===== config.mk =====
export PLATFORM = sky130hd
export DESIGN_NAME = framed_packet_parser
export DESIGN_NICKNAME = d
export VERILOG_FILES = /design/src/sv/fpp_pkg.sv /design/src/sv/fpp_front.sv /design/src/sv/fpp_queue.sv /design/src/sv/fpp_back.sv /design/src/sv/framed_packet_parser.sv
export SDC_FILE = /design/constraint.sdc
export NUM_CORES = 1
export LEC_CHECK = 0
export BUFFER_PORTS_ARGS = -buffer_cell sky130_fd_sc_hd__buf_2
export CORE_MARGIN = 2
export CORE_UTILIZATION = 37
export CTS_CLUSTER_DIAMETER = 200
export DETAILED_ROUTE_END_ITERATION = 8
export PLACE_DENSITY_LB_ADDON = 0.08
export SYNTH_ARGS = -nofsm -noshare
export SYNTH_HDL_FRONTEND = slang
export SYNTH_SLANG_ARGS = --single-unit
export TNS_END_PERCENT = 20

===== constraint.sdc =====
create_clock -name clk -period 4.4 [get_ports clk]
set_input_delay 0.44 -clock clk [delete_from_list [all_inputs] [get_ports clk]]
set_output_delay 0.44 -clock clk [all_outputs]
set_load 0.01 [all_outputs]

===== src/sv/fpp_pkg.sv =====
package fpp_pkg;

  // Framing constants
  localparam logic [7:0] SYNC_FIRST   = 8'h5A;
  localparam logic [7:0] SYNC_SECOND  = 8'hA5;
  localparam logic [7:0] LENGTH_LIMIT = 8'd249;
  localparam logic [7:0] SHORT_LIMIT  = 8'd2;
  localparam logic [7:0] HEADER_SPAN  = 8'd6;

  // One classified transaction passed from the front to the back
  typedef struct packed {
    logic        is_end;
    logic [7:0]  data;
    logic [7:0]  pos;
    logic [7:0]  len;
    logic [15:0] chk;
    logic [15:0] sum;
  } item_t;

endpackage


===== src/sv/fpp_front.sv =====
module fpp_front (
  input  logic          clk,
  input  logic          rst,
  input  logic          in_valid,
  input  logic [7:0]    in_byte,
  output logic          wr_en,
  output fpp_pkg::item_t wr_item
);
  import fpp_pkg::*;

  typedef enum logic [1:0] {HUNT, GOT_SYNC, IN_FRAME} st_t;

  st_t         state, state_next;
  logic [7:0]  count, count_next;
  logic [7:0]  held_len, held_len_next;
  logic [15:0] sum, sum_next;
  logic [7:0]  chk_low, chk_low_next;
  logic [8:0]  idx_inc;

  assign idx_inc = {1'b0, count} + 9'd1;

  // Byte classification and frame tracking
  always_comb begin
    state_next    = state;
    count_next    = count;
    held_len_next = held_len;
    sum_next      = sum;
    chk_low_next  = chk_low;
    wr_en         = 1'b0;
    wr_item       = '0;
    if (in_valid) begin
      unique case (state)
        HUNT: begin
          if (in_byte == SYNC_FIRST) begin
            state_next = GOT_SYNC;
          end
        end
        GOT_SYNC: begin
          if (in_byte == SYNC_SECOND) begin
            state_next = IN_FRAME;
            count_next = '0;
            sum_next   = '0;
          end else begin
            state_next = HUNT;
          end
        end
        IN_FRAME: begin
          if (count == 8'd0) begin
            // length byte
            if (in_byte >= LENGTH_LIMIT) begin
              state_next    = HUNT;
              count_next    = '0;
              sum_next      = '0;
              held_len_next = '0;
              chk_low_next  = '0;
            end else if (in_byte < SHORT_LIMIT) begin
              // no room for a checksum: close the frame bad at once
              wr_en          = 1'b1;
              wr_item.is_end = 1'b1;
              wr_item.len    = in_byte;
              wr_item.sum    = {8'd0, in_byte};
              state_next     = HUNT;
              count_next     = '0;
              sum_next       = '0;
              held_len_next  = '0;
              chk_low_next   = '0;
            end else begin
              held_len_next = in_byte;
              sum_next      = {8'd0, in_byte};
              count_next    = 8'd1;
            end
          end else if (idx_inc < {1'b0, held_len}) begin
            // body byte, passed straight through
            sum_next     = sum + {8'd0, in_byte};
            count_next   = idx_inc[7:0];
            wr_en        = 1'b1;
            wr_item.data = in_byte;
            wr_item.pos  = count - 8'd1;
            wr_item.len  = held_len;
          end else if (idx_inc == {1'b0, held_len}) begin
            chk_low_next = in_byte;
            count_next   = idx_inc[7:0];
          end else begin
            // second checksum byte closes the frame
            wr_en          = 1'b1;
            wr_item.is_end = 1'b1;
            wr_item.len    = held_len;
            wr_item.chk    = {in_byte, chk_low};
            wr_item.sum    = sum;
            state_next     = HUNT;
            count_next     = '0;
            sum_next       = '0;
            held_len_next  = '0;
            chk_low_next   = '0;
          end
        end
        default: state_next = HUNT;
      endcase
    end
  end

  // State registers
  always_ff @(posedge clk) begin
    if (rst) begin
      state    <= HUNT;
      count    <= '0;
      held_len <= '0;
      sum      <= '0;
      chk_low  <= '0;
    end else begin
      state    <= state_next;
      count    <= count_next;
      held_len <= held_len_next;
      sum      <= sum_next;
      chk_low  <= chk_low_next;
    end
  end

endmodule


===== src/sv/fpp_queue.sv =====
module fpp_queue #(
  parameter int DEPTH = 4
) (
  input  logic           clk,
  input  logic           rst,
  input  logic           wr_en,
  input  fpp_pkg::item_t wr_item,
  input  logic           rd_en,
  output fpp_pkg::item_t rd_item,
  output logic           q_empty,
  output logic           q_full
);
  import fpp_pkg::*;

  localparam int PTR_W = (DEPTH > 1) ? $clog2(DEPTH) : 1;
  localparam int CNT_W = $clog2(DEPTH + 1);
  localparam logic [PTR_W-1:0] LAST = PTR_W'(DEPTH - 1);
  localparam logic [CNT_W-1:0] FULL_CNT = CNT_W'(DEPTH);

  item_t            mem [DEPTH];
  logic [PTR_W-1:0] wr_ptr;
  logic [PTR_W-1:0] rd_ptr;
  logic [CNT_W-1:0] fill;

  assign q_empty = (fill == '0);
  assign q_full  = (fill == FULL_CNT);
  assign rd_item = mem[rd_ptr];

  // Storage
  always_ff @(posedge clk) begin
    if (wr_en) begin
      mem[wr_ptr] <= wr_item;
    end
  end

  // Pointers and fill count
  always_ff @(posedge clk) begin
    if (rst) begin
      wr_ptr <= '0;
      rd_ptr <= '0;
      fill   <= '0;
    end else begin
      if (wr_en) begin
        wr_ptr <= (wr_ptr == LAST) ? '0 : wr_ptr + PTR_W'(1);
      end
      if (rd_en) begin
        rd_ptr <= (rd_ptr == LAST) ? '0 : rd_ptr + PTR_W'(1);
      end
      if (wr_en && !rd_en) begin
        fill <= fill + CNT_W'(1);
      end else if (rd_en && !wr_en) begin
        fill <= fill - CNT_W'(1);
      end
    end
  end

endmodule


===== src/sv/fpp_back.sv =====
module fpp_back (
  input  logic           clk,
  input  logic           rst,
  input  fpp_pkg::item_t rd_item,
  input  logic           q_empty,
  output logic           rd_en,
  input  logic           pop,
  output logic           out_valid,
  output logic [7:0]     body_byte,
  output logic [7:0]     body_position,
  output logic           frame_end,
  output logic           frame_good,
  output logic [7:0]     length_byte,
  output logic [7:0]     payload_length,
  output logic [15:0]    received_checksum
);
  import fpp_pkg::*;

  logic       good;
  logic [7:0] plen;

  // Load the output stage when it is free or being drained
  assign rd_en = !q_empty && (!out_valid || pop);

  // Verdict and payload length for a frame-end transaction
  always_comb begin
    good = rd_item.is_end && (~rd_item.sum == rd_item.chk);
    plen = '0;
    if (rd_item.is_end && rd_item.len > HEADER_SPAN) begin
      plen = rd_item.len - HEADER_SPAN;
    end
  end

  // Output valid
  always_ff @(posedge clk) begin
    if (rst) begin
      out_valid <= 1'b0;
    end else if (rd_en) begin
      out_valid <= 1'b1;
    end else if (pop) begin
      out_valid <= 1'b0;
    end
  end

  // Output payload register
  always_ff @(posedge clk) begin
    if (rd_en) begin
      body_byte         <= rd_item.data;
      body_position     <= rd_item.pos;
      frame_end         <= rd_item.is_end;
      frame_good        <= good;
      length_byte       <= rd_item.len;
      payload_length    <= plen;
      received_checksum <= rd_item.chk;
    end
  end

endmodule


===== src/sv/framed_packet_parser.sv =====
// Channel   Handshake      Fields
// input     push / full    rx_byte
// result    empty / pop    body_byte, body_position, frame_end, frame_good,
//                          length_byte, payload_length, received_checksum
//
// One byte is taken every cycle in which push is high and full is low, so the
// front parser accepts one byte per clock while full stays low.
// The front writes a result into the queue at the edge that accepts its byte;
// the output stage loads it from there once it is free or being popped.
// While pop is held low, up to QUEUE_DEPTH results wait in the queue plus one
// in the output stage before full rises.
// Synchronous reset returns the parser to hunting and empties the queue.
module framed_packet_parser #(
  parameter int QUEUE_DEPTH = 4
) (
  input  logic        clk,
  input  logic        rst,
  input  logic        push,
  output logic        full,
  input  logic [7:0]  rx_byte,
  output logic        empty,
  input  logic        pop,
  output logic [7:0]  body_byte,
  output logic [7:0]  body_position,
  output logic        frame_end,
  output logic        frame_good,
  output logic [7:0]  length_byte,
  output logic [7:0]  payload_length,
  output logic [15:0] received_checksum
);
  import fpp_pkg::*;

  logic  accept;
  logic  wr_en;
  item_t wr_item;
  logic  rd_en;
  item_t rd_item;
  logic  q_empty;
  logic  q_full;
  logic  out_valid;

  assign full   = q_full;
  assign empty  = !out_valid;
  assign accept = push && !q_full;

  // Front: sync hunt and frame classification
  fpp_front u_front (
    .clk     (clk),
    .rst     (rst),
    .in_valid(accept),
    .in_byte (rx_byte),
    .wr_en   (wr_en),
    .wr_item (wr_item)
  );

  // Decoupling queue
  fpp_queue #(
    .DEPTH(QUEUE_DEPTH)
  ) u_queue (
    .clk    (clk),
    .rst    (rst),
    .wr_en  (wr_en),
    .wr_item(wr_item),
    .rd_en  (rd_en),
    .rd_item(rd_item),
    .q_empty(q_empty),
    .q_full (q_full)
  );

  // Back: checksum verdict and output stage
  fpp_back u_back (
    .clk              (clk),
    .rst              (rst),
    .rd_item          (rd_item),
    .q_empty          (q_empty),
    .rd_en            (rd_en),
    .pop              (pop),
    .out_valid        (out_valid),
    .body_byte        (body_byte),
    .body_position    (body_position),
    .frame_end        (frame_end),
    .frame_good       (frame_good),
    .length_byte      (length_byte),
    .payload_length   (payload_length),
    .received_checksum(received_checksum)
  );

endmodule

==> metrics, run 1 <==
H-tree levels=2; net load switching power=2.27 mW; Synth Register Bits=330; Max Buffers Root-to-Sink=3; slew at the pin closest to its max-slew limit=0.865 ns; placed inst area=between 0.01 and 0.015 mm²; clock sinks=330; DRC Markers=0; post-detail-place hpwl=19800 µm; row count=70; Static Leak=5.20 nW; yosys warns=0; DR iter-0 viols=434; io pins=64; sequential share of power=a little under half; Placer Congestion=0.816; Layout area overhead=14.8%; Num CTS Buffers=37; Crit-path slowest cell=dfxtp_1; gr usage total=between 10% and 20%; Fin. Hold Viols=0; PortBufs=63; maximum clock rate=244 MHz; Post-synth EDFFs=278; clock power share=32.2%; Initial Util=a little under two fifths; total core area=0.0367 mm²; Post-Syn Nets=912; Comb pwr share=approximately 22%; max-cap viol count=0; Clock Latency Late Sink=0.53 ns; Seq/Total Area, Yosys=68.0%; async set-reset flop share out of synthesis=0%; nets=1003; vias in the first global route=approximately 7800; most common cell after layout, fill and taps aside=edfxtp_1; postcts setup bufs=0; Die W=197 µm; Vias per Instance=~5.3; Total Die Area=0.0389 mm²; final setup skew=approximately 0.021 ns; CP max stage delay=approximately 0.49 ns; Gate Count Post-Synth=869; crit path DAT=4.54 ns; WL final=30700 µm; most numerous cell on the critical path=ha_1; hold crit path type=input port to flop; Total Power=roughly 8.5 mW; Pins Over Slew Limit=0; final cell count without fillers=1452; Place WS=0.293 ns; Diodes inserted=0; worst-path fanout max=9; status=finished, final reports clean; Sw Share=26.8%; Final setup viols=0; Peak VDD IR=714 µV; RSZ-0062 raised after global routing=false; post-route cell area=about 0.016 mm²; critical-path cell list=ha_1 -> and4_1 -> nand2_1 -> xnor2_1 -> ha_1 -> a21o_1 -> a21oi_1 -> and2_2 -> a21oi_2 -> nor3_2 -> ha_1 -> inv_1 -> fa_1 -> xor2_1 -> or3_1 -> a21oi_1; Final WS setup=0.305 ns; die height=197 µm; Netlist cell types=65; TritonRoute pass-1 iters=5; Pwr per Cell Area=536 mW/mm²; Post-Syn Area=~0.014 mm²; via count=7733; reg-to-reg startpoint=u_front.count[0]; initial antenna violation count=0; share of cells above drive strength 1=21.7%; fin crit share=about 93%; post-route ant nets=0; Top FF cell, synth=edfxtp_1; Worst Path Required=4.85 ns; most frequent cells in the layout=edfxtp_1, buf_2, mux4_2; drt wl/cell=21.1 µm; cell internal pwr=approximately 6.2 mW; CTS tree=yes; CP startpoint kind=flop; setup TNS=0 ns; clock slew at reported path FFs=around 0.060 ns; worst setup path class=flop to flop; largest net degree at the start of global routing=52; Syn Area/Cell=approximately 16 µm²; Worst slew margin=42.3%; Cells after DPL=1389; min-delay src=pop; Critical path origin=u_front.count[0]; Min Clock Period, post-route=just over 4 ns; Root Buffer=clkbuf_16; total grt overflow=0; global-route wire length before repair=47100 µm; CTS hold repair buffers=0; Worst setup EP type=flop; PostCTS Resize Cnt=0
==> cells in the mapped netlist, drive strengths merged, types with 3 or more instances <==
master	n	area [µm²]
a21oi	29	149
edfxtp	278	8350
nand3	31	160
o21ai	23	119
nor3	21	105
a31oi	9	56.3
nand2b	3	18.8
inv	28	105
ha	29	363
or3	8	51.3
xnor2	17	149
buf	15	97.6
dfxtp	52	1040
mux2i	4	40.0
a21o	3	22.5
nand2	35	134
nor4	5	46.3
o2bb2ai	8	70.1
nor2	39	146
and2	45	288
and3	10	62.6
xor2	20	175
or4	7	56.3
a22oi	8	60.1
mux4	57	1280
clkbuf	20	105
a211oi	11	100
nand4	14	87.6
o31ai	8	65.1
a22o	7	62.6
==> flip-flops by register name, indices dropped and copies added, names as in the netlist, 2 cells and up, named ones only <==
register,count
u_front.count,8
u_queue.mem,228
u_queue.fill,3
u_front.held_len,8
u_back.payload_length,8
u_front.sum,16
u_back.received_checksum,16
u_back.body_byte,8
u_back.length_byte,8
u_queue.rd_ptr,2
u_front.chk_low,8
u_queue.wr_ptr,2
u_front.state,2
u_back.body_position,8
==> power groups by stage <==
stage	Clock, mW	Sequential, mW	Combinational, mW
after floorplan	0	4.03	1.24
after global placement	0	4.00	1.89
after detailed placement	0	4.00	1.88
after CTS	2.83	3.93	1.89
after global routing	2.94	3.97	2.00
final	2.73	3.93	1.83
==> worst max-delay path: cells and delay by family, from the launching register on <==
family | cells | cell delay, ns
AOI/OAI and AO/OA | 4 | 0.59
buffers and inverters | 1 | 0.07
xor gates and xnor gates | 2 | 0.35
adders and majority gates | 4 | 1.30
DFF | 1 | 0.49
and+or+nand+nor | 5 | 1.21
==> metal layers <==
metal,vias up,GRT usage (%),part of all wire (%)
met1,3947,22.7,47
met4,0,4.54,2.1
li1,3580,-,-
met2,164,25.9,47
met3,42,2.60,4.1
met5,-,0,0
==> stage by stage <==
step	hold WS (ns)	util, %
3_5_place_dp	0.465	40.3
3_3_place_gp	0.462	40.3
6_report	0.226	43.2
4_1_cts	0.201	43.2
5_1_grt	0.224	43.2
2_1_floorplan	0.445	-
==> final cells by class <==
type,instances,area [µm²]
multi-input cells,476,4130
well taps,468,586
clock buffers,52,992
fillers,3281,20900
clock inverters,11,56.3
repair buffers,87,583
inverters,28,105
flip-flops and latches,330,9390
==> final timing paths <==
path,endpoint,slack (ns),cells past startpoint
max,u_queue.fill[2],0.31,16
min,u_back.out_valid,0.23,4
max reg2reg,u_queue.fill[2],0.31,16
min reg2reg,u_front.chk_low[2],0.47,2
==> logic make-up after synthesis <==
| family | synth area share (%) |
|---|---|
| AOI/OAI and AO/OA | 6.15 |
| xor gates and xnor gates | 2.35 |
| adders and majority gates | 2.92 |
| buffers and inverters | 2.23 |
| DFF | 68.0 |
| muxes | 9.59 |
| and+or+nand+nor | 8.74 |
(Power assumes the default switching activity.)
==> run 2: changes to the inputs <==
- CELL_PAD_IN_SITES_DETAIL_PLACEMENT: not set -> 1
- CELL_PAD_IN_SITES_GLOBAL_PLACEMENT: not set -> 1
- CORE_ASPECT_RATIO: not set -> 1.1
==> metrics, run 2 (synthesized netlist as in run 1, its figures left out) <==
Sw Share=26.6% (was 26.8%); row count=74 (was 70); critical-path cell list=ha_1 -> and4_1 -> nand2_1 -> xnor2_1 -> ha_1 -> a21o_1 -> a21oi_1 -> and2_2 -> a21oi_2 -> nor3_2 -> ha_1 -> inv_1 -> fa_1 -> xor2_1 -> or3_1 -> a21oi_1 (unchanged); CP Buf/Inv Count=1 (unchanged); Layout area overhead=15.9% (was 14.8%); DRC Markers=0 (unchanged); global-route wire length before repair=50700 µm (was 47100 µm); net load switching power=2.33 mW (was 2.27 mW); post-route ant nets=0 (unchanged); Initial Util=37.4% (was 37.6%); largest registers=u_queue.mem: 228 flops, u_back.received_checksum: 16 flops, u_front.sum: 16 flops (unchanged); cell internal pwr=6.41 mW (was 6.21 mW); Min Clock Period, post-route=4.08 ns (was 4.09 ns); Worst slew margin=46.8% (was 42.3%); via count=7789 (was 7733); slew at the pin closest to its max-slew limit=0.792 ns (was 0.865 ns); clock power share=34.4% (was 32.2%); CP top delay family=adder cells (unchanged); Worst Path Required=4.85 ns (about the same); worst-path fanout max=6 (was 9); max-cap viol count=0 (unchanged); Reg2Reg Depth=16 (unchanged); vias in the first global route=8312 (was 7758); Diodes inserted=0 (unchanged); Num CTS Buffers=37 (unchanged); WL final=32300 µm (was 30700 µm); CP max stage delay=0.43 ns (was 0.49 ns); largest net degree at the start of global routing=58 (was 52); setup TNS=0 ns (unchanged); placed inst area=0.0148 mm² (about the same); die height=207 µm (was 197 µm); clock slew at reported path FFs=0.05 ns (was 0.06 ns); DR iter-0 viols=379 (was 434); share of cells above drive strength 1=23.1% (was 21.7%); Pins Over Slew Limit=0 (unchanged); RSZ-0062 raised after global routing=false (unchanged); Fin. Hold Viols=0 (unchanged); PortBufs=63 (unchanged); status=finished, final reports clean (unchanged); Total Die Area=0.0389 mm² (about the same); Die W=188 µm (was 197 µm); total grt overflow=0 (unchanged); final setup skew=0.0129 ns (was 0.0212 ns); gr usage total=17.2% (was 16.1%); flop2flop setup slack=0.32 ns (was 0.31 ns); post-detail-place hpwl=20700 µm (was 19800 µm); Placer Congestion=0.792 (was 0.816); CTS tree=yes (unchanged); Worst R2R End=u_queue.fill[2] (unchanged); post-route cell area=0.0160 mm² (was 0.0158 mm²); Pwr per Cell Area=546 mW/mm² (was 536 mW/mm²); total core area=0.0369 mm² (was 0.0367 mm²); most frequent cells in the layout=edfxtp_1, buf_2, mux4_2 (unchanged); drt wl/cell=21.7 µm (was 21.1 µm); clock sinks=330 (unchanged); Crit-path slowest cell=dfxtp_1 (unchanged); min-delay src=pop (unchanged); Static Leak=5.28 nW (was 5.20 nW); reg-to-reg startpoint=u_front.count[1] (was u_front.count[0]); Most flops, register=u_queue.mem (unchanged); WHS Endpoint=u_back.out_valid (unchanged); initial antenna violation count=1 (was 0); sequential share of power=44.9% (was 46.3%); postcts setup bufs=0 (unchanged); fin crit share=92.7% (was 93.1%); crit path DAT=4.53 ns (was 4.54 ns); Comb pwr share=20.6% (was 21.6%); hold crit path type=input port to flop (unchanged); io pins=64 (unchanged); most common cell after layout, fill and taps aside=edfxtp_1 (unchanged); Peak VDD IR=628 µV (was 714 µV); Max Buffers Root-to-Sink=3 (unchanged); nets=1007 (was 1003); H-tree levels=2 (unchanged); hold depth=4 (unchanged); most numerous cell on the critical path=ha_1 (unchanged); Worst setup EP type=flop (unchanged); Clock Latency Late Sink=0.53 ns (about the same); Root Buffer=clkbuf_16 (unchanged); worst setup path class=flop to flop (unchanged); CP startpoint kind=flop (unchanged); TritonRoute pass-1 iters=5 (unchanged); maximum clock rate=245 MHz (was 244 MHz); max reg flops=228 (unchanged); Final setup viols=0 (unchanged); Vias per Instance=5.24 (was 5.33)
==> run 2: cell count changes in the layout (fill, tap and decap cells not counted), sizes merged <==
cell / previous run / this run
buf: 87 / 91
bufinv: 0 / 3
clkbuf: 52 / 50
clkinv: 8 / 10
clkinvlp: 1 / 0
inv: 30 / 32
==> run 2: layout make-up <==
cell class | instances | area, µm²
Clock buffer | 50 | 1010
Clock inverter | 17 | 170
Fill cell | 3673 | 20900
Inverter | 28 | 105
Multi-Input combinational cell | 476 | 4130
Sequential cell | 330 | 9400
Tap cell | 494 | 618
Timing Repair Buffer | 91 | 576
==> run 2: worst max-delay path by stage <==
stage	cells after the start	slack, ns	from	endpoint
finish	16	0.32	u_front.count[1]	u_queue.fill[2]
global route	16	0.005	u_front.count[2]	u_queue.fill[2]
CTS	16	0.08	u_front.count[0]	u_queue.fill[2]
detailed placement	16	0.11	u_front.count[0]	u_queue.fill[2]
global placement	16	0.23	u_front.count[0]	u_queue.fill[2]
floorplan	11	0.04	u_front.count[0]	u_queue.mem[2][0]
==> run 2: power groups by stage <==
stage / registers, mW / clock network [mW] / logic, mW
finish: 3.93 / 3.01 / 1.80
global route: 3.97 / 3.21 / 1.98
CTS: 3.94 / 3.10 / 1.86
detailed placement: 4.01 / 0 / 1.85
global placement: 4.00 / 0 / 1.85
floorplan: 4.03 / 0 / 1.24
==> run 2: through the flow <==
stage	hold slack [ns]	util [%]	power, mW	std cells	worst slack (ns)
3_3_place_gp	0.457	40.1	5.85	1419	0.234
4_1_cts	0.203	43.3	8.90	1486	0.0794
5_1_grt	0.229	43.3	9.16	1486	0.00456
6_report	0.229	43.3	8.74	1486	0.320
2_1_floorplan	0.445	-	5.27	869	0.0403
3_5_place_dp	0.468	40.1	5.86	1419	0.110
==> run 2: metal layers <==
metal | wire length, µm | part of all wire, % | GRT usage, %
met4 | 559 | 1.7 | 4.44
met2 | 15700 | 49 | 29.0
met5 | 0 | 0 | 0
met3 | 1040 | 3.2 | 2.52
met1 | 14900 | 46 | 23.7
==> run 2: tightest hold or removal path: stages <==
cell and delay (ns):
buf_2 0.08, inv_1 0.06, nand2_1 0.07, a21oi_1 0.05
==> run 2: what timing repair did <==
item,CTS,global route
endpoints found under the setup margin,0,1
resized for setup,0,2
hold endpoints to repair,0,0
hold buffers,0,0
